File: src/design/crt_pkg.sv
// ----------------------------------------------------------------------------
// crt_pkg
// Shared constants, beat types and helpers for the calibration region tracker.
// ----------------------------------------------------------------------------
package crt_pkg;

  localparam int unsigned SLICES    = 16;
  localparam int unsigned LINES     = 256;
  localparam int unsigned WORDS     = (LINES + 63) / 64;
  localparam int unsigned LINE_W    = $clog2(LINES);
  localparam int unsigned WORD_W    = (LINE_W > 6) ? LINE_W - 6 : 1;
  localparam int unsigned SLICE_W   = (SLICES > 1) ? $clog2(SLICES) : 1;
  localparam int unsigned ADDR_W    = SLICE_W + WORD_W;
  localparam int unsigned MEM_DEPTH = SLICES << WORD_W;
  // run bounds: wide enough for any line and for the 8-bit centre line
  localparam int unsigned BND_W     = (LINE_W > 8) ? LINE_W : 8;
  localparam int unsigned PADDR_W   = 4;

  typedef enum logic {
    OP_ADD   = 1'b0,
    OP_CLEAR = 1'b1
  } opcode_e;

  typedef enum logic [1:0] {
    REG_CENTER    = 2'd0,
    REG_OFFSET    = 2'd1,
    REG_MIN_WIDTH = 2'd2,
    REG_SAMPLES   = 2'd3
  } reg_idx_e;

  typedef struct packed {
    opcode_e     opcode;
    logic [3:0]  slice_index;
    logic [15:0] line_index;
    logic [15:0] partition_index;
  } in_item_t;

  typedef struct packed {
    logic        error_flag;
    logic        slice_present;
    logic [7:0]  region_low;
    logic [7:0]  region_high;
    logic        sufficient;
    logic [15:0] support_low;
    logic [15:0] support_high;
    logic [15:0] support_samples;
  } out_item_t;

  typedef struct packed {
    logic [7:0]        center_line;
    logic signed [8:0] row_offset;
    logic [7:0]        min_calib_width;
    logic [15:0]       samples_per_line;
  } cfg_t;

  typedef struct packed {
    logic               rd_en;
    logic [ADDR_W-1:0]  rd_addr;
    logic               wr_en;
    logic [ADDR_W-1:0]  wr_addr;
    logic [63:0]        wr_data;
    logic               clr_en;
    logic [SLICE_W-1:0] clr_slice;
  } map_req_t;

  // index of the highest set bit (0 when none)
  function automatic logic [5:0] msb_idx(input logic [63:0] v);
    logic [5:0] idx;
    idx = '0;
    for (int i = 0; i < 64; i++) begin
      if (v[i]) idx = 6'(i);
    end
    return idx;
  endfunction

  // index of the lowest set bit (0 when none)
  function automatic logic [5:0] lsb_idx(input logic [63:0] v);
    logic [5:0] idx;
    idx = '0;
    for (int i = 63; i >= 0; i--) begin
      if (v[i]) idx = 6'(i);
    end
    return idx;
  endfunction

endpackage

File: src/design/crt_cfg_regs.sv
// ----------------------------------------------------------------------------
// crt_cfg_regs
// APB register file: centre line, line offset, minimum width, samples/line.
// ----------------------------------------------------------------------------
module crt_cfg_regs (
  input  logic                         clk_i,
  input  logic                         rst_ni,
  input  logic                         psel,
  input  logic                         penable,
  input  logic                         pwrite,
  input  logic [crt_pkg::PADDR_W-1:0]  paddr,
  input  logic [31:0]                  pwdata,
  output logic [31:0]                  prdata,
  output logic                         pready,
  output crt_pkg::cfg_t                cfg_o
);
  import crt_pkg::*;

  cfg_t       cfg_q;
  reg_idx_e   reg_idx;
  logic       wr_beat;

  assign pready  = 1'b1;
  assign reg_idx = reg_idx_e'(paddr[3:2]);
  assign wr_beat = psel && penable && pwrite && pready;
  assign cfg_o   = cfg_q;

  always_ff @(posedge clk_i or negedge rst_ni) begin
    if (!rst_ni) begin
      cfg_q.center_line      <= 8'd128;
      cfg_q.row_offset       <= 9'sd0;
      cfg_q.min_calib_width  <= 8'd24;
      cfg_q.samples_per_line <= 16'd256;
    end else if (wr_beat) begin
      case (reg_idx)
        REG_CENTER:    cfg_q.center_line      <= pwdata[7:0];
        REG_OFFSET:    cfg_q.row_offset       <= pwdata[8:0];
        REG_MIN_WIDTH: cfg_q.min_calib_width  <= pwdata[7:0];
        REG_SAMPLES:   cfg_q.samples_per_line <= pwdata[15:0];
        default: ;
      endcase
    end
  end

  always_comb begin
    case (reg_idx)
      REG_CENTER:    prdata = {24'd0, cfg_q.center_line};
      REG_OFFSET:    prdata = {23'd0, cfg_q.row_offset};
      REG_MIN_WIDTH: prdata = {24'd0, cfg_q.min_calib_width};
      REG_SAMPLES:   prdata = {16'd0, cfg_q.samples_per_line};
      default:       prdata = '0;
    endcase
  end

endmodule

File: config.mk
export PLATFORM = sky130hd
export DESIGN_NAME = crt_cfg_regs
export DESIGN_NICKNAME = d
export VERILOG_FILES = /design/src/design/crt_pkg.sv /design/src/design/crt_cfg_regs.sv
export SDC_FILE = /design/constraint.sdc
export NUM_CORES = 1
export LEC_CHECK = 0
export BUFFER_PORTS_ARGS = -buffer_cell sky130_fd_sc_hd__buf_4
export CORE_MARGIN = 5
export CORE_UTILIZATION = 47
export DETAILED_ROUTE_END_ITERATION = 7
export PLACE_DENSITY_LB_ADDON = 0.05
export RECOVER_POWER = 50
export SLEW_MARGIN = 25
export SYNTH_ARGS = -nofsm -noshare
export SYNTH_HDL_FRONTEND = slang
export SYNTH_SLANG_ARGS = --single-unit
File: constraint.sdc
create_clock -name clk_i -period 3.5 [get_ports clk_i]
set_input_delay 0.525 -clock clk_i [delete_from_list [all_inputs] [get_ports clk_i]]
set_output_delay 0.525 -clock clk_i [all_outputs]
set_load 0.02 [all_outputs]
==> results of run 1 <==
## metal layers
metal	track usage	vias to the layer above	routed length [um]
met2	0.294	55	2290
li1	-	590	-
met3	0.0628	6	431
met4	0.0514	0	40
met1	0.203	647	1680
met5	0	-	0
## through the flow
step | hold WS [ps] | utilization
after floorplan | 229 | -
after global placement | 511 | 0.621
after detailed placement | 523 | 0.621
after CTS | 218 | 0.642
after global routing | 451 | 0.615
final | 467 | 0.615
## final cells by class
type	instances	area (um^2)
Multi-Input combinational cell	81	817
Clock inverter	2	10.0
Tap cell	50	62.6
Clock buffer	6	72.6
Sequential cell	41	1030
Fill cell	343	1550
Timing Repair Buffer	79	484
## power by group
part / internal, uW / switching, uW / total [uW]
logic: 253 / 326 / 579
clock network: 138 / 150 / 288
registers: 593 / 82.9 / 676
## worst min-delay path by stage
stage	startpoint	to	slack (ps)
detailed placement	cfg_o[6]	cfg_o[6]	520
global placement	cfg_o[26]	cfg_o[26]	510
CTS	rst_ni	cfg_o[30]	220
floorplan	rst_ni	cfg_o[0]	230
global route	pwdata[15]	cfg_o[15]	450
finish	pwdata[15]	cfg_o[15]	470
## placed cells by master (no fill, tap or decap), drive strengths merged
master	netlist	routed
and3	7	7
buf	22	50
clkbuf	1	35
clkinv	0	2
conb	2	17
dfrtp	37	37
dfstp	4	4
mux2	41	41
mux2i	1	1
mux4	8	8
nand2	1	1
nand3	1	1
nor2	1	1
nor2b	1	1
nor3	1	1
nor3b	1	1
or3b	1	1
## kinds of logic after synthesis
logic type | Yosys count | synth area share
other | 2 | 0.00382
multiplexers | 50 | 0.332
flip-flops | 41 | 0.525
AND/OR/NAND/NOR | 14 | 0.0516
buffers and inverters | 23 | 0.0885
==> run_results.csv, run 1 <==
group,metric,value,unit
outcome,status,"finished with violations",
outcome,violations,"max-capacitance violations, max-slew violations",
global_routing,grt_max_degree,42,
sta,fin_ws,1430,ps
floorplan,die_w,74.7,um
cts,root_buffer,"clkbuf_8",
setup_path,r2r_start,"cfg_o[23]",
pwr,p_total,1540,uW
yosys,ys_seq_area_frac,0.525,
setup_path,crit_path_start,"rst_ni",
pwr,ir_drop,0.000276,V
sta,period_share,0.593,
routing,drc,0,
floorplan,die_h,74.7,um
setup_path,r2r_cells,1,
yosys,ys_async_sr_fraction,1.00,
yosys,netlist-cell-type-count,18,
setup_path,cp.depth,1,
setup_path,cp.required,3460,ps
setup_path,endpoint,"cfg_o[29]",
setup_path,cp.buffers_inverters,1,
setup_path,cp_top_family,"buffers and inverters",
setup_path,end_kind,"async pin",
routing,routed_wl,4440,um
finish,largest_reg_flops,41,
yosys,synth_common_cells,"mux2_2 (41), dfrtp_1 (37), buf_4 (19)",
setup_path,r2r_end,"cfg_o[23]",
routing,drtIter0Drc,36,
yosys,yosys_warnings,0,
global_routing,grt_pass1_wl,7090,um
cts,cts_setup_buffers,0,
placed_design,dpl_cell_area,2500,um^2
setup_path,worst_path_largest_cell_delay,1490,ps
hold_path,worstHoldPathCells,2,
pwr,power_density,623,nW/um^2
placed_design,dpl.hpwl,3240,um
setup_path,cp_cell_sequence,"clkbuf_1",
global_routing,antenna_found_initial,0,
yosys,synth-edff-count,0,
sta,fmax,0.482,GHz
finish,finalNonFillerCells,259,
floorplan,pin_count,115,
routing,first_pass_iters,4,
yosys,synth_area_per_cell,15.1,um^2
cts,clkSlewWorstSetupHoldPaths,70,ps
yosys,synthMostInstantiatedCell,"mux2_2",
yosys,yosys.area.top_type,"dfrtp_1",
yosys,synthesis.instances,130,
finish,drive_gt1_frac,0.545,
cts,cts_tree,"done",
setup_path,start_kind,"input port",
cts,cts_htree_levels,2,
cts,clk-insertion-delay-late,290,ps
finish,nets,249,
setup_path,slowest_stage,"clkbuf_1",
cts,numCtsBuffers,5,
yosys,netlist.area_leader.share,0.471,
placed_design,portBuffers,79,
cts,cts.sinks,41,
yosys,ys_ff_latch,41,
yosys,synth.area.top_cells,"dfrtp_1 (47%), mux2_2 (23%), mux4_2 (9.2%)",
setup_path,cp_max_fo,41,
global_routing,grt_use_total,0.172,
sta,slew_headroom,-0.424,
flow_run,max_cap_viol_count,1,
sta,tns,0,ps
sta,finalClockSkew,0,ps
cts,clock_path_buffers,2,
floorplan,dieArea,5580,um^2
finish,antenna_cells,0,
placed_design,place_congestion,0.696,
sta,slew_violations,42,
setup_path,crit_type,"input port to async pin",
floorplan,start_util,0.488,
cts,cts-resized-gates,0,
setup_path,r2r_setup_slack,2710,ps
pwr,p_leak,0.00116,uW
placed_design,placed_cells,251,
routing,post_drt_wl_per_cell,17.1,um
hold_path,hold_class,"input port to flop",
routing,avgViaCountPerCell,5.01,
floorplan,rows,23,
sta,fin_crit,2070,ps
sta,setup_viol,0,
setup_path,cp_data_arrival_time,2040,ps
sta,rsz0062_at_grt,"false",
global_routing,first_global_vias,1423,
global_routing,grt_overflow,0,
sta,worst_pin_slew,2140,ps
routing,ant_nets,0,
cts,cts_hold_buf,0,
floorplan,core_area,4030,um^2
sta,hold_violations,0,
placed_design,dp_slack,1310,ps
routing,vias,1298,
finish,design_area,2480,um^2
yosys,ys.flop_type,"dfrtp_1",
finish,synthToLayoutAreaGrowth,26.0,%
yosys,synth_area,1970,um^2
Power figures use the tool's default switching activity.
==> run 2, diff against run 1 <==
Settings changed: CORE_UTILIZATION 47 to 39.
Clock period 3.5 ns to 1.9 ns, I/O delays scaled along.
==> run 2 against run 1 <==
Net effect: the flow now finishes without violations; worst setup slack lost 1200 ps; global-route usage shrank 2.4 points; final cell count grew 9.3%; largest power group unchanged; flip-flop and latch count is the same.
==> run_results.csv, run 2 (same netlist as run 1, synthesis figures left out) <==
group,metric,value,unit
cts,clock_path_buffers,2,
finish,mostFrequentLayoutCells,"buf_4 (68), mux2_2 (41), dfrtp_1 (37), conb_1 (17), clkbuf_1 (17)",
cts,cts_setup_buffers,0,
floorplan,die_h,81.0,um
global_routing,grt_use_total,0.148,
setup_path,cp_cell_sequence,"mux4_2 > buf_4",
setup_path,cp.required,1620,ps
finish,largest_reg_flops,41,
pwr,combPwrFrac,0.385,
cts,cts_hold_buf,1,
sta,slew_headroom,0.335,
sta,finalClockSkew,0,ps
hold_path,whs_endpoint,"cfg_o[9]",
cts,root_buffer,"clkbuf_8",
placed_design,dp_slack,211,ps
global_routing,use_met3,0.0543,
floorplan,core_area,4820,um^2
setup_path,cp_max_fo,3,
cts,cts_tree,"done",
global_routing,grt_overflow,0,
finish,antenna_cells,0,
hold_path,hp-start,"pwdata[9]",
sta,worst_pin_slew,997,ps
global_routing,grt_pass1_wl,7310,um
sta,fin_crit,1640,ps
floorplan,dieArea,6560,um^2
pwr,seq_power_share,0.420,
setup_path,start_kind,"flop",
sta,period_share,0.861,
routing,ant_nets,0,
hold_path,worstHoldPathCells,2,
cts,clk-insertion-delay-late,290,ps
cts,cts.sinks,41,
setup_path,r2r_end,"cfg_o[27]",
finish,fin_util,0.539,
setup_path,worst_path_largest_cell_delay,490,ps
routing,post_drt_wl_per_cell,16.5,um
routing,avgViaCountPerCell,4.69,
outcome,status,"complete, no violations",
sta,slew_violations,0,
sta,fin_ws,263,ps
floorplan,pin_count,115,
sta,fmax,0.611,GHz
routing,drtIter0Drc,40,
pwr,p_int,1930,uW
setup_path,r2r_setup_slack,1100,ps
setup_path,r2r_cells,1,
global_routing,antenna_found_initial,0,
global_routing,grt_max_degree,42,
sta,hold_violations,0,
pwr,power_switching,1030,uW
sta,setup_viol,0,
floorplan,start_util,0.408,
finish,nets,256,
floorplan,die_w,81.0,um
sta,rsz0062_at_grt,"false",
setup_path,slowest_stage,"mux4_2",
pwr,ir_drop,0.000485,V
pwr,power.share.clock,0.195,
cts,cts_htree_levels,2,
placed_design,dpl.hpwl,3460,um
floorplan,rows,25,
finish,n_fill_cell,439,
setup_path,crit_type,"flop to primary output",
pwr,switching_share,0.349,
cts,cts-resized-gates,0,
flow_run,max_cap_viol_count,0,
placed_design,place_congestion,0.724,
global_routing,first_global_vias,1462,
pwr,p_leak,0.00124,uW
global_routing,gr-usage-met1,0.158,
hold_path,hold_class,"input port to flop",
placed_design,portBuffers,79,
setup_path,cp_data_arrival_time,1350,ps
finish,drive_gt1_frac,0.602,
global_routing,grtUsageMet2,0.273,
routing,drc,0,
routing,vias,1328,
routing,first_pass_iters,4,
setup_path,r2r_start,"cfg_o[27]",
global_routing,busiest_layer,"met2",
sta,tns,0,ps
pwr,p_total,2960,uW
cts,clkSlewWorstSetupHoldPaths,70,ps
setup_path,end_kind,"primary output",
pwr,power_density,1140,nW/um^2
cts,numCtsBuffers,5,
finish,final_common_cell,"buf_4",
finish,synthToLayoutAreaGrowth,32.1,%
routing,routed_wl,4660,um
[run 2: cell count changes in the layout (fill, tap and decap cells not counted), sizes merged]
cell         delta
dlygate4sd3     +1
clkbuf         -10
buf            +18
clkinv          -2
[run 2: through the flow]
| stage | hold WS (ps) | area, um^2 | std cells |
|---|---|---|---|
| after floorplan | -10.6 | 2020 | 145 |
| final | 228 | 2600 | 283 |
| after CTS | 219 | 2670 | 283 |
| after global placement | 292 | 2570 | 274 |
| after global routing | 219 | 2600 | 283 |
| after detailed placement | 296 | 2570 | 274 |
[run 2: worst max-delay path by stage]
stage,slack (ps),from,cells after the start,end
finish,260,cfg_o[3],2,prdata[3]
detailed placement,210,paddr[2],3,cfg_o[26]
global placement,220,paddr[2],3,cfg_o[28]
floorplan,380,paddr[2],3,prdata[1]
global route,210,cfg_o[36],2,prdata[3]
CTS,240,cfg_o[36],2,prdata[3]
[run 2: cell type report]
cell class | instances | area (um^2) | area share
clock buffer | 8 | 90.1 | 0.0347
multi-input combinational | 81 | 805 | 0.310
sequential | 41 | 1030 | 0.397
tap | 67 | 83.8 | 0.0323
timing repair buffer | 86 | 587 | 0.226
[run 2: power groups by stage]
stage	registers, uW	clock network, uW	logic [uW]
4_1_cts	1250	597	1210
3_5_place_dp	1260	0	1210
3_3_place_gp	1250	0	1190
2_1_floorplan	1490	0	438
5_1_grt	1280	637	1210
6_report	1240	577	1140
[run 2: routing by layer]
layer / wire, um / vias up
li1: - / 601
met1: 1760 / 658
met2: 2420 / 64
met3: 437 / 5
met4: 40 / 0
met5: 0 / -
[run 2: worst max-delay path, delay by kind of cell (launching register included)]
family	cells	cell delay, ps
buffers and inverters	1	180
multiplexers	1	490
flip-flops	1	400
