[config.mk]
export PLATFORM = sky130hd
export DESIGN_NAME = crt_seq
export DESIGN_NICKNAME = d
export VERILOG_FILES = /design/src/design/crt_pkg.sv /design/src/design/crt_seq.sv
export SDC_FILE = /design/constraint.sdc
export NUM_CORES = 1
export LEC_CHECK = 0
export BUFFER_PORTS_ARGS = -buffer_cell sky130_fd_sc_hd__buf_2
export CORE_ASPECT_RATIO = 0.75
export CORE_UTILIZATION = 40
export DETAILED_ROUTE_END_ITERATION = 16
export PLACE_DENSITY = 0.68
export SYNTH_ARGS = -nofsm -noshare
export SYNTH_HDL_FRONTEND = slang
export SYNTH_SLANG_ARGS = --single-unit
[constraint.sdc]
create_clock -name clk_i -period 7.6 [get_ports clk_i]
set_input_delay 1.52 -clock clk_i [delete_from_list [all_inputs] [get_ports clk_i]]
set_output_delay 1.52 -clock clk_i [all_outputs]
set_load 0.01 [all_outputs]
[src/design/crt_pkg.sv]
// ----------------------------------------------------------------------------
// crt_pkg
// Shared constants, beat types and helpers for the calibration region tracker.
// ----------------------------------------------------------------------------
package crt_pkg;

  localparam int unsigned SLICES    = 16;
  localparam int unsigned LINES     = 256;
  localparam int unsigned WORDS     = (LINES + 63) / 64;
  localparam int unsigned LINE_W    = $clog2(LINES);
  localparam int unsigned WORD_W    = (LINE_W > 6) ? LINE_W - 6 : 1;
  localparam int unsigned SLICE_W   = (SLICES > 1) ? $clog2(SLICES) : 1;
  localparam int unsigned ADDR_W    = SLICE_W + WORD_W;
  localparam int unsigned MEM_DEPTH = SLICES << WORD_W;
  // run bounds: wide enough for any line and for the 8-bit centre line
  localparam int unsigned BND_W     = (LINE_W > 8) ? LINE_W : 8;
  localparam int unsigned PADDR_W   = 4;

  typedef enum logic {
    OP_ADD   = 1'b0,
    OP_CLEAR = 1'b1
  } opcode_e;

  typedef enum logic [1:0] {
    REG_CENTER    = 2'd0,
    REG_OFFSET    = 2'd1,
    REG_MIN_WIDTH = 2'd2,
    REG_SAMPLES   = 2'd3
  } reg_idx_e;

  typedef struct packed {
    opcode_e     opcode;
    logic [3:0]  slice_index;
    logic [15:0] line_index;
    logic [15:0] partition_index;
  } in_item_t;

  typedef struct packed {
    logic        error_flag;
    logic        slice_present;
    logic [7:0]  region_low;
    logic [7:0]  region_high;
    logic        sufficient;
    logic [15:0] support_low;
    logic [15:0] support_high;
    logic [15:0] support_samples;
  } out_item_t;

  typedef struct packed {
    logic [7:0]        center_line;
    logic signed [8:0] row_offset;
    logic [7:0]        min_calib_width;
    logic [15:0]       samples_per_line;
  } cfg_t;

  typedef struct packed {
    logic               rd_en;
    logic [ADDR_W-1:0]  rd_addr;
    logic               wr_en;
    logic [ADDR_W-1:0]  wr_addr;
    logic [63:0]        wr_data;
    logic               clr_en;
    logic [SLICE_W-1:0] clr_slice;
  } map_req_t;

  // index of the highest set bit (0 when none)
  function automatic logic [5:0] msb_idx(input logic [63:0] v);
    logic [5:0] idx;
    idx = '0;
    for (int i = 0; i < 64; i++) begin
      if (v[i]) idx = 6'(i);
    end
    return idx;
  endfunction

  // index of the lowest set bit (0 when none)
  function automatic logic [5:0] lsb_idx(input logic [63:0] v);
    logic [5:0] idx;
    idx = '0;
    for (int i = 63; i >= 0; i--) begin
      if (v[i]) idx = 6'(i);
    end
    return idx;
  endfunction

endpackage

[src/design/crt_seq.sv]
// ----------------------------------------------------------------------------
// crt_seq
// Item sequencer: map update by read-modify-write, then a word-serial walk
// down and up from the centre line, result register towards the output.
// ----------------------------------------------------------------------------
module crt_seq (
  input  logic               clk_i,
  input  logic               rst_ni,
  input  crt_pkg::cfg_t      cfg_i,
  input  logic               in_valid_i,
  output logic               in_ready_o,
  input  crt_pkg::in_item_t  in_data_i,
  output logic               out_valid_o,
  input  logic               out_ready_i,
  output crt_pkg::out_item_t out_data_o,
  output crt_pkg::map_req_t  map_req_o,
  input  logic [63:0]        map_rd_data_i
);
  import crt_pkg::*;

  typedef enum logic [2:0] {
    ST_IDLE,
    ST_ADD_WR,
    ST_LO_RD,
    ST_LO_EV,
    ST_HI_RD,
    ST_HI_EV,
    ST_RESULT
  } state_e;

  state_e             state_q;
  logic [SLICE_W-1:0] slice_q;
  logic               bad_slice_q;
  logic               err_q;
  logic [5:0]         bitpos_q;
  logic [WORD_W-1:0]  lw_q;
  logic [WORD_W-1:0]  w_q;
  logic               full_q;
  logic [BND_W-1:0]   lo_q;
  logic [BND_W-1:0]   hi_q;
  logic [SLICES-1:0]  slice_valid_q;
  logic               out_valid_q;
  out_item_t          out_q;

  logic               accept;
  logic               bad_slice;
  logic               bad_add;
  logic               add_ok;
  logic               clr_ok;
  logic [SLICE_W-1:0] in_slice;
  logic [BND_W-1:0]   cen_ext;
  logic [WORD_W-1:0]  cw;
  logic               cen_out;
  logic [63:0]        word;
  logic [63:0]        lo_zeros;
  logic [63:0]        hi_zeros;
  logic [BND_W-1:0]   base;
  logic [BND_W-1:0]   lo_found;
  logic [BND_W-1:0]   hi_found;
  logic [BND_W-1:0]   hi_end;
  logic               out_load;
  logic [15:0]        off16;

  assign in_ready_o  = (state_q == ST_IDLE);
  assign accept      = in_valid_i && in_ready_o;
  assign out_valid_o = out_valid_q;
  assign out_data_o  = out_q;

  assign in_slice  = in_data_i.slice_index[SLICE_W-1:0];
  assign bad_slice = (32'(in_data_i.slice_index) >= SLICES);
  assign bad_add   = (in_data_i.partition_index != '0) || (32'(in_data_i.line_index) >= LINES);
  assign add_ok    = !bad_slice && (in_data_i.opcode == OP_ADD) && !bad_add;
  assign clr_ok    = !bad_slice && (in_data_i.opcode == OP_CLEAR);

  assign cen_ext = BND_W'(cfg_i.center_line);
  assign cw      = cen_ext[6 +: WORD_W];
  assign cen_out = (32'(cfg_i.center_line) >= LINES);

  // an out-of-range slice looks like an empty map
  assign word     = bad_slice_q ? '0 : map_rd_data_i;
  // unsampled lines strictly below / strictly above the centre in this word
  assign lo_zeros = ~word & (full_q ? '1 : ((64'(1) << cfg_i.center_line[5:0]) - 64'(1)));
  assign hi_zeros = ~word & (full_q ? '1 : ~((64'(2) << cfg_i.center_line[5:0]) - 64'(1)));
  assign base     = BND_W'({w_q, 6'd0});
  assign lo_found = base + BND_W'(msb_idx(lo_zeros)) + BND_W'(1);
  assign hi_found = base + BND_W'(lsb_idx(hi_zeros)) - BND_W'(1);
  assign hi_end   = base + BND_W'(63);

  assign out_load = (state_q == ST_RESULT) && (!out_valid_q || out_ready_i);
  assign off16    = {{7{cfg_i.row_offset[8]}}, cfg_i.row_offset};

  always_comb begin
    map_req_o           = '0;
    map_req_o.clr_slice = in_slice;
    map_req_o.wr_addr   = {slice_q, lw_q};
    map_req_o.wr_data   = map_rd_data_i | (64'(1) << bitpos_q);
    map_req_o.rd_addr   = {slice_q, cw};
    case (state_q)
      ST_IDLE: begin
        map_req_o.clr_en  = accept && clr_ok;
        map_req_o.rd_en   = accept && add_ok;
        map_req_o.rd_addr = {in_slice, in_data_i.line_index[6 +: WORD_W]};
      end
      ST_ADD_WR: begin
        map_req_o.wr_en = 1'b1;
      end
      ST_LO_RD, ST_HI_RD: begin
        map_req_o.rd_en = !cen_out;
      end
      ST_LO_EV: begin
        // fetch the next word down ahead of the decision
        map_req_o.rd_en   = (w_q != '0);
        map_req_o.rd_addr = {slice_q, w_q - WORD_W'(1)};
      end
      ST_HI_EV: begin
        map_req_o.rd_en   = (w_q != WORD_W'(WORDS - 1));
        map_req_o.rd_addr = {slice_q, w_q + WORD_W'(1)};
      end
      default: ;
    endcase
  end

  always_ff @(posedge clk_i or negedge rst_ni) begin
    if (!rst_ni) begin
      state_q       <= ST_IDLE;
      slice_q       <= '0;
      bad_slice_q   <= 1'b0;
      err_q         <= 1'b0;
      bitpos_q      <= '0;
      lw_q          <= '0;
      w_q           <= '0;
      full_q        <= 1'b0;
      lo_q          <= '0;
      hi_q          <= '0;
      slice_valid_q <= '0;
      out_valid_q   <= 1'b0;
      out_q         <= '0;
    end else begin
      if (out_valid_q && out_ready_i && !out_load) begin
        out_valid_q <= 1'b0;
      end
      case (state_q)
        ST_IDLE: begin
          if (accept) begin
            slice_q     <= in_slice;
            bad_slice_q <= bad_slice;
            err_q       <= bad_slice || ((in_data_i.opcode == OP_ADD) && bad_add);
            bitpos_q    <= in_data_i.line_index[5:0];
            lw_q        <= in_data_i.line_index[6 +: WORD_W];
            if (clr_ok) begin
              slice_valid_q[in_slice] <= 1'b0;
            end
            if (add_ok) begin
              slice_valid_q[in_slice] <= 1'b1;
              state_q                 <= ST_ADD_WR;
            end else begin
              state_q <= ST_LO_RD;
            end
          end
        end
        ST_ADD_WR: begin
          state_q <= ST_LO_RD;
        end
        ST_LO_RD: begin
          w_q    <= cw;
          full_q <= 1'b0;
          if (cen_out) begin
            lo_q    <= cen_ext;
            hi_q    <= cen_ext;
            state_q <= ST_RESULT;
          end else begin
            state_q <= ST_LO_EV;
          end
        end
        ST_LO_EV: begin
          if (lo_zeros != '0) begin
            lo_q    <= lo_found;
            state_q <= ST_HI_RD;
          end else if (w_q == '0) begin
            lo_q    <= '0;
            state_q <= ST_HI_RD;
          end else begin
            w_q    <= w_q - WORD_W'(1);
            full_q <= 1'b1;
          end
        end
        ST_HI_RD: begin
          w_q     <= cw;
          full_q  <= 1'b0;
          state_q <= ST_HI_EV;
        end
        ST_HI_EV: begin
          if (hi_zeros != '0) begin
            hi_q    <= hi_found;
            state_q <= ST_RESULT;
          end else if (w_q == WORD_W'(WORDS - 1)) begin
            hi_q    <= hi_end;
            state_q <= ST_RESULT;
          end else begin
            w_q    <= w_q + WORD_W'(1);
            full_q <= 1'b1;
          end
        end
        ST_RESULT: begin
          if (out_load) begin
            out_valid_q           <= 1'b1;
            out_q.error_flag      <= err_q;
            out_q.slice_present   <= !bad_slice_q && slice_valid_q[slice_q];
            out_q.region_low      <= lo_q[7:0];
            out_q.region_high     <= hi_q[7:0];
            out_q.sufficient      <= ((hi_q - lo_q) >= BND_W'(cfg_i.min_calib_width));
            out_q.support_low     <= 16'(lo_q) + off16;
            out_q.support_high    <= 16'(hi_q) + off16;
            out_q.support_samples <= cfg_i.samples_per_line;
            state_q               <= ST_IDLE;
          end
        end
        default: state_q <= ST_IDLE;
      endcase
    end
  end

  a_busy_after_accept: assert property (@(posedge clk_i) disable iff (!rst_ni)
    accept |=> !in_ready_o)
    else $error("input taken while an item is in flight");

  a_rmw_pair: assert property (@(posedge clk_i) disable iff (!rst_ni)
    map_req_o.wr_en |-> ($past(map_req_o.rd_en) && ($past(map_req_o.rd_addr) == map_req_o.wr_addr)))
    else $error("map write without the matching read");

  a_bounds_order: assert property (@(posedge clk_i) disable iff (!rst_ni)
    out_load |-> ((lo_q <= cen_ext) && (hi_q >= cen_ext)))
    else $error("run bounds do not enclose the centre line");

endmodule
==> out/qor.csv, run 1 <==
stage,metric,value,unit
run_status,status,"complete, no violations",
power,Clock Power Share,12.3,%
clock_tree,number of buffers created by CTS,9,
floorplan,Floorplan Core Area,29500,µm²
logic_synthesis,share of synthesized flip-flops with an asynchronous set or reset,100,%
power,Power Dens Cells,324,nW/µm²
critical_path,kind of cell with the highest combined delay on the critical path,compound AO/OA/AOI/OAI gates,
critical_path,Max stage delay on crit path,0.59,ns
critical_path,CP Launch Point,cfg_i[38],
finish,share of cells above drive strength 1,23.0,%
clock_tree,Clock Root Buffer,sky130_fd_sc_hd__clkbuf_16,
critical_path,number of logic stages on the critical path including buffering,17,
clock_tree,Post-CTS Setup Repair Bufs,0,
critical_path,cells along the critical path,buf_2 -> nor4_4 -> nand2_1 -> ha_1 -> buf_12 -> nor3b_1 -> a2bb2oi_2 -> o311ai_1 -> nor2b_1 -> a311o_1 -> a2111o_1 -> o211ai_1 -> a41oi_2 -> ha_1 -> nand2_1 -> xnor2_1 -> mux2_1,
routing,Routed WL,56700,µm
critical_path,FF-to-FF setup slack,2.88,ns
sta,setup TNS,0,ns
logic_synthesis,Most used DFF post-synth,sky130_fd_sc_hd__dfrtp_1,
global_routing,grt ovf,0,
logic_synthesis,average cell area after synthesis,7.40,µm²
routing,routed wirelength normalized by instance count,24.9,µm
sta,final hold slack,0.470,ns
global_routing,global-route wire length before repair,83500,µm
power,Comb pwr share,63.9,%
clock_tree,TritonCTS clock tree,yes,
sta,final period utilization,85.5,%
logic_synthesis,"EDFF count, synth",0,
power,static leakage,0.00654,µW
clock_tree,largest buffer count on any clock path,2,
finish,growth of design area from synthesis to finish,16.3,%
sta,max-slew violation total from the final report,0,
critical_path,startpoint of the lowest-slack register-to-register path,full_q$_DFFE_PN0P_,
flow_run,max-cap check violation count,0,
global_routing,number of antenna violations at the first check in global routing,1,
clock_tree,clock transition time at the flip-flop clock pins of the worst setup and hold paths,0.07,ns
critical_path,arrival time of the worst setup path,6.73,ns
routing,number of detailed-routing iterations run before antenna repair,6,
critical_path,Critical path destination,hi_q[6]$_DFFE_PN0P_,
critical_path,combined buffer and inverter count along the critical path,2,
sta,measured slew at the worst slew-check pin,1.29,ns
sta,achievable frequency,154,MHz
min_path,hold path start,lw_q[1]$_DFFE_PN0P_,
floorplan,vertical extent of the die,153,µm
logic_synthesis,"Seq/Total Area, Yosys",22.0,%
critical_path,critical path data required time,7.83,ns
routing,top layer in use,met4,
placement,gpl congestion,1.03,
critical_path,critical path class,in -> reg,
routing,detailed-route DRC error count,0,
global_routing,via count of the first global-routing pass,13100,
min_path,Worst Hold Class,reg -> reg,
sta,setup repair after global routing missed its margin,false,
clock_tree,clk_lat worst skew,0.35,ns
floorplan,Initial Util,41.2,%
critical_path,crit path capture type,register,
logic_synthesis,Seq cells post-synth,107,
critical_path,Critical Path Start Type,primary input,
power,portion of total power attributed to sequential cells,23.9,%
sta,Final Critical Period,6.50,ns
power,switching pwr,2330,µW
sta,Max transition margin,13.7,%
clock_tree,hold buffers post-CTS,0,
logic_synthesis,"Cell Area, Synth",12200,µm²
power,Sw Share,50.8,%
routing,routed length on met1,25400,µm
power,maximum vdd ir drop,177,µV
global_routing,largest net degree at the start of global routing,80,
sta,final count of negative-setup-slack endpoints,0,
power,Cell Int Power,2250,µW
routing,routed wl met2,22800,µm
routing,via/cell ratio,6.35,
critical_path,Crit Reg-Reg Endpoint,hi_q[6]$_DFFE_PN0P_,
placement,half-perimeter wire length of the detailed placement result,44100,µm
floorplan,width of the die,203,µm
clock_tree,htree depth,3,
clock_tree,"Gates resized, CTS repair",0,
routing,total via count in the routed design,14500,
routing,post-detailed-route count of antenna-violating nets,0,
logic_synthesis,"Warnings, synthesis",0,
logic_synthesis,Synth Net Count,1830,
sta,post-route clock skew,0.00474,ns
floorplan,Die Area,31100,µm²
floorplan,number of I/O pins,298,
critical_path,worst-path maximum fanout,32,
global_routing,GRT Total Usage,35.3,%
sta,endpoints failing hold,0,
placement,number of buffers added on ports,297,
routing,initial DRC count,1894,
routing,detailed-routed wire length on met3,6650,µm
critical_path,Critical-path top delay cell,sky130_fd_sc_hd__nor4_4,
finish,final layout net count,2062,
logic_synthesis,gate count of the mapped netlist,1645,
clock_tree,Num Clock Sinks,107,
logic_synthesis,number of distinct standard cells referenced by the synthesized netlist,111,
critical_path,worst-case reg-to-reg path depth,12,
floorplan,Row Count,54,
metrics by stage:
stage	setup slack, ns	instance area [µm²]	instances	power (µW)	util, %
floorplan	1.73	12200	1645	2950	-
global placement	1.05	13800	2258	3910	46.7
detailed placement	1.01	13800	2258	3940	46.7
CTS	1.35	14200	2274	4540	47.9
global route	0.922	14200	2275	4910	47.9
finish	1.10	14200	2275	4580	47.9
worst min-delay path by stage:
stage / end / slack [ns] / cells after the start
after floorplan: slice_valid_q[6]$_DFFE_PN0P_ / 0.44 / 2
after global placement: out_data_o[9]$_DFFE_PN0P_ / 0.45 / 2
after detailed placement: out_data_o[0]$_DFFE_PN0P_ / 0.46 / 2
after CTS: out_data_o[0]$_DFFE_PN0P_ / 0.47 / 2
after global routing: lw_q[1]$_DFFE_PN0P_ / 0.48 / 2
final: lw_q[1]$_DFFE_PN0P_ / 0.47 / 2
kinds of logic (layout without fill, tap and decap cells):
logic type | Yosys count | count (layout) | synth area share (%)
AO/OA/AOI/OAI | 587 | 587 | 33.5
XOR/XNOR | 36 | 36 | 2.65
adder cells (fa/ha/maj) | 39 | 39 | 4.19
buffers and inverters | 178 | 415 | 7.54
flip-flops | 107 | 107 | 22.0
multiplexers | 18 | 18 | 2.05
other | 0 | 1 | 0
AND/OR/NAND/NOR | 680 | 680 | 28.1
cells in the mapped netlist (13+ instances only):
| master | n | share of area (%) |
|---|---|---|
| sky130_fd_sc_hd__nand2_1 | 297 | 9.2 |
| sky130_fd_sc_hd__a21oi_1 | 143 | 5.9 |
| sky130_fd_sc_hd__dfrtp_1 | 107 | 22 |
| sky130_fd_sc_hd__nor2_1 | 104 | 3.2 |
| sky130_fd_sc_hd__o21ai_0 | 101 | 4.2 |
| sky130_fd_sc_hd__inv_1 | 61 | 1.9 |
| sky130_fd_sc_hd__a21o_1 | 54 | 3.3 |
| sky130_fd_sc_hd__clkbuf_1 | 47 | 1.4 |
| sky130_fd_sc_hd__ha_1 | 36 | 3.7 |
| sky130_fd_sc_hd__nand2b_1 | 35 | 1.8 |
| sky130_fd_sc_hd__nor3_1 | 34 | 1.4 |
| sky130_fd_sc_hd__nand3_1 | 33 | 1.4 |
| sky130_fd_sc_hd__nor2b_1 | 32 | 1.6 |
| sky130_fd_sc_hd__o21bai_1 | 30 | 1.9 |
| sky130_fd_sc_hd__a211oi_1 | 25 | 1.5 |
| sky130_fd_sc_hd__a31oi_1 | 25 | 1.3 |
| sky130_fd_sc_hd__buf_4 | 25 | 1.5 |
| sky130_fd_sc_hd__xnor2_1 | 25 | 1.8 |
| sky130_fd_sc_hd__buf_2 | 22 | 0.90 |
| sky130_fd_sc_hd__o211ai_1 | 16 | 0.99 |
| sky130_fd_sc_hd__or2_2 | 16 | 0.82 |
| sky130_fd_sc_hd__and2_1 | 14 | 0.72 |
| sky130_fd_sc_hd__o31ai_1 | 13 | 0.80 |
worst min-delay path, stage by stage (launching register included):
cell and delay [ns]:
sky130_fd_sc_hd__dfrtp_1 0.34, sky130_fd_sc_hd__nand2_1 0.05, sky130_fd_sc_hd__nand2_1 0.05
per-layer routing:
layer | up-vias | global-route usage (%)
li1 | 6491 | -
met1 | 6918 | 52.8
met2 | 933 | 49.0
met3 | 111 | 9.04
met4 | 0 | 10.3
met5 | - | 0
cells in the final DEF, fill, tap and decap left out, types with 30 or more instances in the layout:
cell	count
sky130_fd_sc_hd__nor3_1	33
sky130_fd_sc_hd__buf_4	41
sky130_fd_sc_hd__nor2_1	103
sky130_fd_sc_hd__nand2_1	297
sky130_fd_sc_hd__o21bai_1	30
sky130_fd_sc_hd__o21ai_0	101
sky130_fd_sc_hd__ha_1	36
sky130_fd_sc_hd__nor2b_1	32
sky130_fd_sc_hd__nand2b_1	35
sky130_fd_sc_hd__nand3_1	32
sky130_fd_sc_hd__buf_2	296
sky130_fd_sc_hd__inv_1	61
sky130_fd_sc_hd__a21oi_1	143
sky130_fd_sc_hd__a21o_1	54
sky130_fd_sc_hd__dfrtp_1	106
final cells by class:
cell class                      count  area (µm²)
Antenna cell                        1        2.50
Clock buffer                       11         253
Clock inverter                      5         108
Fill cell                        3040       15400
Inverter                           61         229
Multi-Input combinational cell   1360        8590
Sequential cell                   107        2680
Tap cell                          392         490
Timing Repair Buffer              338        1810
flip-flops by register name, summed over array words and instances, names as in the netlist, 2 cells and up:
| register | flops |
|---|---|
| out_data_o | 55 |
| hi_q | 8 |
| slice_valid_q | 16 |
| slice_q | 4 |
| w_q | 2 |
| bitpos_q | 6 |
| lo_q | 8 |
| lw_q | 2 |
| state_q | 3 |
power groups by stage:
stage / Sequential, µW / Clock, µW / Combinational, µW
4_1_cts: 1090 / 571 / 2870
6_report: 1090 / 562 / 2930
3_5_place_dp: 1090 / 0 / 2850
3_3_place_gp: 1090 / 0 / 2820
2_1_floorplan: 1020 / 0 / 1930
5_1_grt: 1130 / 593 / 3180
(Power assumes the default switching activity.)
==> run 2, diff against run 1 <==
--- a/config.mk
+++ b/config.mk
@@ -6,10 +6,10 @@
 export NUM_CORES = 1
 export LEC_CHECK = 0
 export BUFFER_PORTS_ARGS = -buffer_cell sky130_fd_sc_hd__buf_2
-export CORE_ASPECT_RATIO = 0.75
 export CORE_UTILIZATION = 40
 export DETAILED_ROUTE_END_ITERATION = 16
 export PLACE_DENSITY = 0.68
+export SETUP_SLACK_MARGIN = 0.3
 export SYNTH_ARGS = -nofsm -noshare
 export SYNTH_HDL_FRONTEND = slang
 export SYNTH_SLANG_ARGS = --single-unit
==> out/qor.csv, run 2 (synthesis gave the netlist of run 1 again) <==
stage,metric,value,unit,change
sta,setup repair after global routing missed its margin,false,,unchanged
global_routing,global-route wire length before repair,78200,µm,was 83500 µm
placement,gpl congestion,1.02,,was 1.03
routing,post-detailed-route count of antenna-violating nets,0,,unchanged
finish,Fillers,3090,,was 3040
routing,Routed WL,52700,µm,was 56700 µm
sta,final hold slack,0.470,ns,about the same
critical_path,arrival time of the worst setup path,6.56,ns,was 6.73 ns
placement,half-perimeter wire length of the detailed placement result,42100,µm,was 44100 µm
power,static leakage,0.00644,µW,was 0.00654 µW
clock_tree,"Gates resized, CTS repair",0,,unchanged
critical_path,critical path data required time,7.85,ns,was 7.83 ns
global_routing,grt ovf,0,,unchanged
sta,Final Critical Period,6.31,ns,was 6.50 ns
global_routing,largest net degree at the start of global routing,76,,was 80
critical_path,Max stage delay on crit path,0.66,ns,was 0.59 ns
finish,final layout net count,2051,,was 2062
sta,endpoints failing hold,0,,unchanged
clock_tree,Clock Root Buffer,sky130_fd_sc_hd__clkbuf_16,,unchanged
sta,achievable frequency,159,MHz,was 154 MHz
critical_path,Critical-path top delay cell,sky130_fd_sc_hd__nor3b_1,,was sky130_fd_sc_hd__nor4_4
min_path,Worst Hold Class,reg -> reg,,unchanged
finish,Antenna Cells,0,,was 1
global_routing,number of antenna violations at the first check in global routing,2,,was 1
critical_path,cells along the critical path,buf_2 -> nor2_1 -> nand2_1 -> ha_1 -> buf_4 -> nor3b_1 -> a22oi_1 -> xnor2_1 -> o211ai_1 -> nor4_1 -> a22oi_1 -> o2111ai_1 -> nand3_1 -> nand2_1 -> ha_1 -> inv_1 -> a211oi_1 -> xnor2_1 -> a22o_1,,was buf_2 -> nor4_4 -> nand2_1 -> ha_1 -> buf_12 -> nor3b_1 -> a2bb2oi_2 -> o311ai_1 -> nor2b_1 -> a311o_1 -> a2111o_1 -> o211ai_1 -> a41oi_2 -> ha_1 -> nand2_1 -> xnor2_1 -> mux2_1
critical_path,Critical Path Start Type,primary input,,unchanged
clock_tree,number of buffers created by CTS,9,,unchanged
critical_path,kind of cell with the highest combined delay on the critical path,simple AND/OR/NAND/NOR gates,,was compound AO/OA/AOI/OAI gates
flow_run,max-cap check violation count,0,,unchanged
sta,final period utilization,83.0,%,was 85.5%
finish,most common library cell in the layout ignoring fill and taps,sky130_fd_sc_hd__nand2_1,,unchanged
routing,detailed-route DRC error count,0,,unchanged
critical_path,critical path class,in -> reg,,unchanged
critical_path,crit path capture type,register,,unchanged
finish,share of cells above drive strength 1,22.4,%,was 23.0%
sta,measured slew at the worst slew-check pin,1.02,ns,was 1.29 ns
run_status,status,"complete, no violations",,unchanged
floorplan,number of I/O pins,298,,unchanged
clock_tree,Num Clock Sinks,107,,unchanged
critical_path,combined buffer and inverter count along the critical path,3,,was 2
clock_tree,largest buffer count on any clock path,2,,unchanged
routing,via/cell ratio,6.23,,was 6.35
global_routing,GRT Total Usage,33.2,%,was 35.3%
sta,Max transition margin,30.4,%,was 13.7%
floorplan,Die Area,31100,µm²,about the same
finish,area of combinational cells with multiple inputs,8580,µm²,was 8590 µm²
clock_tree,htree depth,3,,unchanged
finish,growth of design area from synthesis to finish,14.9,%,was 16.3%
clock_tree,hold buffers post-CTS,0,,unchanged
clock_tree,clk_lat worst skew,0.35,ns,about the same
routing,number of detailed-routing iterations run before antenna repair,8,,was 6
power,maximum vdd ir drop,142,µV,was 177 µV
clock_tree,clock transition time at the flip-flop clock pins of the worst setup and hold paths,0.08,ns,was 0.07 ns
floorplan,vertical extent of the die,176,µm,was 153 µm
sta,post-route clock skew,0.00748,ns,was 0.00474 ns
global_routing,via count of the first global-routing pass,12900,,was 13100
sta,final count of negative-setup-slack endpoints,0,,unchanged
finish,"flip-flop count of the largest register, all copies and words added",55,,unchanged
critical_path,worst-path maximum fanout,23,,was 32
clock_tree,TritonCTS clock tree,yes,,unchanged
finish,"top library cells by usage in the layout, fill and taps aside","sky130_fd_sc_hd__nand2_1, sky130_fd_sc_hd__buf_2, sky130_fd_sc_hd__a21oi_1",,unchanged
floorplan,width of the die,176,µm,was 203 µm
power,Final Power,4390,µW,was 4580 µW
routing,initial DRC count,1535,,was 1894
routing,routed wirelength normalized by instance count,23.3,µm,was 24.9 µm
sta,max-slew violation total from the final report,0,,unchanged
placement,number of buffers added on ports,297,,unchanged
floorplan,Row Count,63,,was 54
routing,total via count in the routed design,14100,,was 14500
sta,setup TNS,0,ns,unchanged
floorplan,Floorplan Core Area,29800,µm²,was 29500 µm²
floorplan,Initial Util,40.8,%,was 41.2%
finish,Seq. cell area,2680,µm²,unchanged
clock_tree,Post-CTS Setup Repair Bufs,0,,unchanged
power,Power Dens Cells,314,nW/µm²,was 324 nW/µm²
## run 2: cell types whose count changed in the layout (fill, tap and decap cells not counted)
cell / change
sky130_fd_sc_hd__buf_12: -1
sky130_fd_sc_hd__buf_4: -10
sky130_fd_sc_hd__bufinv_16: -3
sky130_fd_sc_hd__clkbuf_8: -2
sky130_fd_sc_hd__clkinv_2: +1
sky130_fd_sc_hd__clkinvlp_4: +2
sky130_fd_sc_hd__diode_2: -1
sky130_fd_sc_hd__inv_8: +2
sky130_fd_sc_hd__nor3_1: +1
sky130_fd_sc_hd__nor3_2: -1
## run 2: power by group
part	switching (µW)	internal, µW
clock network	220	228
registers	287	795
logic	1760	1100
## run 2: path summary, 6_finish.rpt
check                                           from                            to  slack [ns]  depth (start not counted)
setup / recovery                           cfg_i[36]           lo_q[4]$_DFFE_PN0P_        1.29                         19
hold / removal             out_data_o[4]$_DFFE_PN0P_     out_data_o[4]$_DFFE_PN0P_        0.47                          2
setup reg to reg                  full_q$_DFFE_PN0P_           hi_q[6]$_DFFE_PN0P_        2.66                         12
hold reg to reg            out_data_o[4]$_DFFE_PN0P_     out_data_o[4]$_DFFE_PN0P_        0.47                          2
max in group asynchronous                     rst_ni            full_q$_DFFE_PN0P_        5.17                          2
min in group asynchronous                     rst_ni  slice_valid_q[7]$_DFFE_PN0P_        1.10                          1
## run 2: final cells by class
cell class / count / area share, %
clock inverters: 7 / 0.430
flip-flops and latches: 107 / 19.2
clock buffers: 9 / 1.61
repair buffers: 327 / 12.3
multi-input cells: 1360 / 61.4
well taps: 390 / 3.49
inverters: 61 / 1.64
## run 2: worst register-to-register path, cell delays in order (launching register included)
cell and delay [ns]:
sky130_fd_sc_hd__dfrtp_2 0.62, sky130_fd_sc_hd__inv_1 0.76, sky130_fd_sc_hd__buf_4 0.48, sky130_fd_sc_hd__nor2_1 0.26
sky130_fd_sc_hd__a2111oi_0 0.94, sky130_fd_sc_hd__o211ai_1 0.33, sky130_fd_sc_hd__a21oi_1 0.39, sky130_fd_sc_hd__o21ba_2 0.22
sky130_fd_sc_hd__o21a_1 0.12, sky130_fd_sc_hd__ha_1 0.21, sky130_fd_sc_hd__nand2_1 0.10, sky130_fd_sc_hd__xnor2_1 0.13
sky130_fd_sc_hd__mux2_1 0.29
## run 2: metal layers
metal / vias to the layer above / GRT usage, % / part of all wire [%]
li1: 6485 / - / -
met1: 6666 / 42.5 / 41
met2: 802 / 54.1 / 45
met3: 144 / 3.90 / 8.2
met4: 0 / 18.5 / 6.0
met5: - / 0 / 0
## run 2: through the flow
| stage | util (%) | instances | setup slack (ns) | area [µm²] |
|---|---|---|---|---|
| 6_report | 46.9 | 2261 | 1.29 | 14000 |
| 5_1_grt | 46.9 | 2261 | 0.890 | 14000 |
| 4_1_cts | 46.9 | 2261 | 1.44 | 14000 |
| 3_5_place_dp | 46.0 | 2245 | 1.05 | 13700 |
| 3_3_place_gp | 46.0 | 2245 | 0.934 | 13700 |
| 2_1_floorplan | - | 1645 | 1.73 | 12200 |
